### src/hdl/bcc_drive.sv
// ---------------------------------------------------------------------------
// bcc_drive
// Clamps one drive to the PWM period, splits it into direction and duty.
// ---------------------------------------------------------------------------
module bcc_drive (
   input  logic signed [17:0] drive,
   input  logic [14:0]        pwm_period,
   output logic [14:0]        duty,
   output logic               forward
);

   logic signed [17:0] lim, clamped, mag;

   always_comb begin
      lim     = $signed({3'b000, pwm_period});
      forward = !drive[17] && (drive != 18'sd0);
      if (drive > lim) begin
         clamped = lim;
      end else if (drive < -lim) begin
         clamped = -lim;
      end else begin
         clamped = drive;
      end
      mag  = clamped[17] ? -clamped : clamped;
      duty = mag[14:0];
   end

endmodule

### config.mk
export PLATFORM = sky130hd
export DESIGN_NAME = bcc_drive
export DESIGN_NICKNAME = d
export VERILOG_FILES = /design/src/hdl/bcc_drive.sv
export SDC_FILE = /design/constraint.sdc
export NUM_CORES = 1
export LEC_CHECK = 0
export BUFFER_PORTS_ARGS = -buffer_cell sky130_fd_sc_hd__buf_2
export CAP_MARGIN = 20
export CORE_ASPECT_RATIO = 1.75
export CORE_MARGIN = 1
export CORE_UTILIZATION = 40
export DETAILED_ROUTE_END_ITERATION = 10
export PLACE_DENSITY_LB_ADDON = 0.25
export REMOVE_ABC_BUFFERS = 1
export SYNTH_ARGS = -nofsm -noshare
export SYNTH_HDL_FRONTEND = slang
export SYNTH_SLANG_ARGS = --single-unit
### constraint.sdc
create_clock -name vclk -period 14.52
set_input_delay 0.726 -clock vclk [all_inputs]
set_output_delay 0.726 -clock vclk [all_outputs]
set_load 0.05 [all_outputs]
Word-level counts from Yosys, hierarchy flattened:

Index checks and enable logic that the tools add are counted.

* flip-flop bits (word level): 0
* bits in latches: 0
* bits in writable memories: 0
* bits in read-only memories: 0
* bits of input ports: 33
* output and inout bits: 16
* logic and storage cells: 10
* memories kept: 0

* add/sub/neg operators: 2
* multipliers: 0
* div/mod/pow operators: 0
* order comparisons: 2
* equal/unequal tests: 0
* shift-type cells: 0
* multiplexer cells: 3
* bitwise gates (word level): 0
* reduce and logical (&&, ||, !) cells: 3

Operators with widths (count)
* two-way mux 18 bit: 2
* greater-than comparator 18 x 16 -> 1 bit: 1
* less-than comparator 18 bit: 1
* negation 15 -> 18 bit: 1
* nonzero test 18 bit: 1
* two-way mux 15 bit: 1
* negation 15 bit: 1
* logical AND 1 bit: 1
* logical NOT 1 bit: 1

Depth between registers and ports, before layout:

Gate-level depths: netlist of run 1.

* depth after elaboration: 6
* mapped depth: 22
* depth with buffers taken out: 20

Least setup slack after synthesis of run 1:

OpenSTA, ideal clock, no wires.

* path kind: input port to output port
* start point: input pwm_period[1]
* end point: output duty[10]
* arrival: 6.160 ns
* data required time: 13.794 ns
* slack: 7.634 ns
* cell stages on the path: 21
* buffers on the path: 2
* path through: inv_1 -> ha_1 -> nor3b_2 -> nand4_1 -> or3_1 -> clkbuf_1 -> nor3_1 -> xnor2_1 -> ha_1 -> nand4_2 -> nor2_1 -> or3_1 -> o31ai_2 -> buf_6 -> a21oi_1 -> o21ai_1 -> inv_2 -> ha_1 -> and3_1 -> a31o_2 -> xor2_1

* word-level cells in the longest chain between the ends: 6
* elaborated cells on any way between the ends: 7
* classes of those cells: add/sub: 2; order compare: 2; mux: 3

RTL lines
* start, declared: RTL line 7 `input logic [14:0] pwm_period,`
* negation 15 -> 18 bit: RTL line 19, 20
* less-than comparator 18 bit: RTL line 19 `end else if (drive < -lim) begin`
* two-way mux 18 bit: RTL line 19
* two-way mux 18 bit (*): RTL line 17 `if (drive > lim) begin`
* negation 15 bit: RTL line 24 `mag = clamped[17] ? -clamped : clamped;`
* two-way mux 15 bit (*): RTL line 24
* end, declared: RTL line 8 `output logic [14:0] duty,`

Every way passes the cells marked *; elsewhere a longest branch is shown, timed or not.

Worst setup path after layout of run 1:

* start point: input pwm_period[1]
* end point: output duty[14]

Same word-level chain as after synthesis.

==> results_dict.tcl, run 1 <==
set metrics [dict create \
    outcome "complete, no violations" \
    hold_viol_final 0 \
    use_met1_pct 26.95 \
    maxCapViolations 0 \
    fmax_ghz 0.1486 \
    drc 0 \
    finalSetupViolCount 0 \
    worst-setup-path-type "input pin to output pin" \
    grt_max_degree 17 \
    grt_pass1_vias 2081 \
    wl_per_cell_um 17.36 \
    startpoint_type "input pin" \
    relSlewSlack_pct 43.90 \
    die_w_um 55.13 \
    coreArea_mm2 0.004707 \
    worstMarginPinSlew_ns 0.8305 \
    sequentialPowerShare_pct 0 \
    utilization_pct 47.71 \
    gp_congestion 0.9807 \
    syn_area_mm2 0.001976 \
    dp_hpwl_mm 5.315 \
    fin_crit_sh_pct 46.35 \
    p_int_mw 0.03441 \
    crit_cells 20 \
    yosysSeqAreaShare_pct 0 \
    crit_path_frequent_cell "ha_1" \
    final_nets 376 \
    overflow 0 \
    p_leak_nw 1.050 \
    ctsHoldBuffers 0 \
    area.growth.synth_to_final_pct 13.68 \
    setup_tns_ns 0 \
    busiest_layer "met2" \
    synth_top_cells_by_count "34 x ha_1, 28 x nand2_1, 21 x inv_1, 18 x xnor2_1" \
    seqCellArea_um2 0 \
    yosysUniqueCellTypes 63 \
    cp_max_fo 15 \
    yosysWarnings 0 \
    crit_family "simple AND/OR/NAND/NOR gates" \
    grt_util_all_layers_pct 24.88 \
    cp_num_buf_inv 3 \
    detail-route-antenna-nets 0 \
    min_path_type "input pin to output pin" \
    worstHoldStart "drive[17]" \
    pwr-share-comb_pct 100.0 \
    path_cells "buf_2 > inv_1 > ha_1 > nor3b_2 > nand4_1 > or3_1 > nor3_1 > xnor2_1 > ha_1 > nand4_2 > or4_4 > a31oi_4 > o31a_2 > mux2_2 > a21oi_2 > ha_1 > nand3_1 > o41ai_2 > xor2_1 > buf_2" \
    cts_setup_buffers 0 \
    syn_inst 265 \
    slowest_stage "or4_4" \
    post_cts_resized 0 \
    yosysMostFrequentCell "ha_1" \
    hold-path-endpoint "forward" \
    totalWireLength_mm 6.232 \
    synth.top_cell.area_share_pct 21.53 \
    drive_above_1_share_pct 24.43 \
    p_per_area_mw_per_mm2 47.99 \
    firstDrtPassIters 4 \
    ir_drop_uv 41.53 \
    instances_no_fill 359 \
    nClkBuffers 0 \
    p_sw_mw 0.07336 \
    port-buffer-count 49 \
    max_stage_delay_ns 0.57 \
    dp.cells 359 \
    maxSlewViolCount 0 \
    critPathArrivalTime_ns 6.00 \
    layout_min_cycle_time_ns 6.730 \
    design.seq.count 0 \
    clkPwrFrac_pct 0 \
    rows 33 \
    grt_antenna_before_repair 0 \
    grtUsageMet3_pct 0.9662 \
    worstSetupEndpointType "output pin" \
    rsz0062_at_grt "no" \
    vias_per_cell 6.203 \
    n_antenna_cell 0 \
    initial_utilization_pct 41.97 \
    hold_depth 3 \
    avgSynthCellArea_um2 7.455 \
    required_ns 13.79 \
    gr-usage-met2_pct 45.28 \
    die_area_mm2 0.005235 \
    die_y_um 94.97 \
    pin_count 49 \
    switching_share_pct 68.07 \
    netlist.top_cell.by_area "ha_1" \
    drt_iter0_markers 68 \
    synth.area.top_cells "ha_1 22%, xnor2_1 8.0%, nand2_1 5.3%" \
    dr_total_vias 2227 \
    grt_first_pass_wirelength_mm 9.556 \
]
==> layout by cell type, fill, tap and decap left out, types with 3 or more instances in the layout <==
master     n
xor2_1     4
a22oi_1    4
a211oi_1   3
mux2i_1    8
buf_2     49
nor3_1     6
ha_1      34
nand3_1    9
xnor2_1   18
o21ai_0    8
a2bb2o_2   3
and2_1     3
o21ai_1    3
inv_1     21
nand2b_1   4
or3_1      3
and4_1     3
nor4_1     7
a21o_1     3
o22ai_1    4
nand2_1   28
a21oi_1   13
nor2_1    13
nand4_1    8
==> power groups by stage <==
stage	sequential [mW]	combinational, mW	clock (mW)
after floorplan	0	0.0788	0
after global placement	0	0.107	0
after detailed placement	0	0.107	0
after CTS	0	0.108	0
after global routing	0	0.117	0
final	0	0.108	0
==> area by class of cell <==
class	count	area (um2)
fillers	525	2461
well taps	52	65.06
repair buffers	50	252.7
multi-input cells	235	1846
inverters	22	82.58
==> cells by family after synthesis <==
logic type	count (synthesis)	share of synthesized area, %
compound gates	73	29.64
xor+xnor	22	9.753
fa+ha+maj	34	21.53
buf+inv	30	6.586
mux	10	5.383
simple gates	96	27.11
==> worst min-delay path, stage by stage <==
cell    delay (ns)
buf_2         0.18
nor2_1        0.06
buf_2         0.21
==> worst max path at each step <==
| stage | start | slack (ns) | endpoint |
|---|---|---|---|
| floorplan | pwm_period[1] | 7.37 | duty[10] |
| global placement | pwm_period[1] | 7.98 | duty[14] |
| detailed placement | pwm_period[1] | 7.83 | duty[14] |
| CTS | pwm_period[1] | 7.82 | duty[14] |
| global route | pwm_period[1] | 7.33 | duty[14] |
| finish | pwm_period[1] | 7.79 | duty[14] |
==> routing by layer <==
layer,share of wire (%),vias to the layer above
li1,-,1099
met1,36,1019
met2,54,79
met3,4.0,30
met4,5.9,0
met5,0,-
==> metrics by stage <==
stage | worst slack, ns | hold WS, ns | area, um2 | total power, mW
finish | 7.790 | 1.907 | 2246 | 0.1078
global route | 7.327 | 1.931 | 2246 | 0.1169
CTS | 7.819 | 1.902 | 2246 | 0.1077
detailed placement | 7.830 | 1.897 | 2246 | 0.1073
global placement | 7.976 | 1.902 | 2246 | 0.1070
floorplan | 7.367 | 1.628 | 1928 | 0.07880
Note: power is estimated with default switching activity, not from simulation.
==> run 2: changes to the inputs <==
==> constraint.sdc (replaced) <==
create_clock -name vclk -period 6.15
set_input_delay 0.3075 -clock vclk [all_inputs]
set_output_delay 0.3075 -clock vclk [all_outputs]
set_load 0.05 [all_outputs]
==> results_dict.tcl, run 2 (synthesis results as in run 1) <==
set metrics [dict create \
    maxSlewViolCount 0 \
    drc 0 \
    pwr-share-comb_pct 100.0 \
    mostFrequentLayoutCell "buf_2" \
    firstDrtPassIters 4 \
    area.growth.synth_to_final_pct 14.06 \
    drive_above_1_share_pct 24.68 \
    sequentialPowerShare_pct 0 \
    final_nets 377 \
    finalSetupViolCount 0 \
    port-buffer-count 49 \
    grt_antenna_before_repair 0 \
    startpoint_type "input pin" \
    setup_tns_ns 0 \
    fin_crit_sh_pct 92.12 \
    p_sw_mw 0.1732 \
    p_leak_nw 1.055 \
    min_path_type "input pin to output pin" \
    maxCapViolations 0 \
    ir_drop_uv 102.5 \
    seqCellArea_um2 0 \
    die_area_mm2 0.005235 \
    grt_max_degree 17 \
    relSlewSlack_pct 42.03 \
    outcome "complete, no violations" \
    fin_ws_ns 0.4847 \
    required_ns 5.84 \
    worstMarginPinSlew_ns 0.8582 \
    layout_min_cycle_time_ns 5.665 \
    totalWireLength_mm 6.242 \
    rows 33 \
    vias_per_cell 6.236 \
    grt_first_pass_wirelength_mm 9.687 \
    clkPwrFrac_pct 0 \
    grt_pass1_vias 2134 \
    post_cts_resized 0 \
    dp_hpwl_mm 5.368 \
    p_int_mw 0.08173 \
    overflow 0 \
    worstSetupEndpointType "output pin" \
    p_per_area_mw_per_mm2 113.1 \
    detail-route-antenna-nets 0 \
    dp_slack_ns 0.5373 \
    wl_per_cell_um 17.34 \
    startpoint "pwm_period[1]" \
    rsz0062_at_grt "no" \
    nClkBuffers 0 \
    ctsHoldBuffers 0 \
    gp_congestion 0.9677 \
    coreArea_mm2 0.004707 \
    hold_viol_final 0 \
    mostFrequentLayoutCells "49 x buf_2, 34 x ha_1, 28 x nand2_1" \
    cp_max_fo 15 \
    drt_iter0_markers 44 \
    cts_setup_buffers 0 \
    pin_count 49 \
    design.seq.count 0 \
    worst-setup-path-type "input pin to output pin" \
    crit_path_end "duty[14]" \
    dr_total_vias 2245 \
    initial_utilization_pct 41.97 \
    critPathArrivalTime_ns 5.36 \
    die_y_um 94.97 \
    die_w_um 55.13 \
    fmax_ghz 0.1765 \
    n_antenna_cell 0 \
    switching_share_pct 67.94 \
    grt_util_all_layers_pct 25.19 \
]
[run 2: worst min-delay path by stage]
stage	from	endpoint	slack [ns]	cells past startpoint
6_report	drive[17]	forward	1.08	3
5_1_grt	drive[17]	forward	1.12	3
4_1_cts	drive[17]	forward	1.06	3
3_5_place_dp	drive[17]	forward	1.06	3
3_3_place_gp	drive[17]	forward	1.07	3
2_1_floorplan	drive[17]	forward	0.79	1
[run 2: area by class of cell]
cell class,count,area (um2)
fillers,557,2454
multi-input cells,235,1846
repair buffers,51,260.3
inverters,22,82.58
well taps,52,65.06
[run 2: power by group through the flow]
stage | combinational (mW) | sequential (mW) | clock (mW)
final | 0.255 | 0 | 0
after CTS | 0.255 | 0 | 0
after global routing | 0.277 | 0 | 0
after floorplan | 0.186 | 0 | 0
after detailed placement | 0.254 | 0 | 0
after global placement | 0.252 | 0 | 0
[run 2: critical path: stages]
cell and delay, ns:
buf_2 0.10, inv_1 0.09, ha_1 0.22, nor3b_2 0.23
nand4_1 0.25, or3_1 0.47, nor3_1 0.21, xnor2_1 0.12
ha_1 0.30, nand4_2 0.13, or4_4 0.57, a31oi_4 0.19
o31a_2 0.35, mux2_2 0.39, a21oi_2 0.22, ha_1 0.22
nand3_1 0.19, o41ai_2 0.35, xor2_1 0.17, buf_2 0.27
[run 2: per-layer routing]
metal | global-route usage [%] | vias to the layer above | wire length [um]
met5 | 0 | - | 0
met3 | 0.3221 | 20 | 170
met1 | 26.57 | 1058 | 2324
met2 | 47.79 | 64 | 3460
met4 | 11.88 | 0 | 286
li1 | - | 1103 | -
[run 2: stage by stage]
stage	hold slack, ns	area (um2)	util [%]	power (mW)	cells
floorplan	0.7907	1928	-	0.1860	257
global placement	1.067	2253	47.87	0.2521	360
detailed placement	1.062	2253	47.87	0.2543	360
CTS	1.064	2253	47.87	0.2549	360
global route	1.117	2253	47.87	0.2765	360
finish	1.076	2253	47.87	0.2550	360
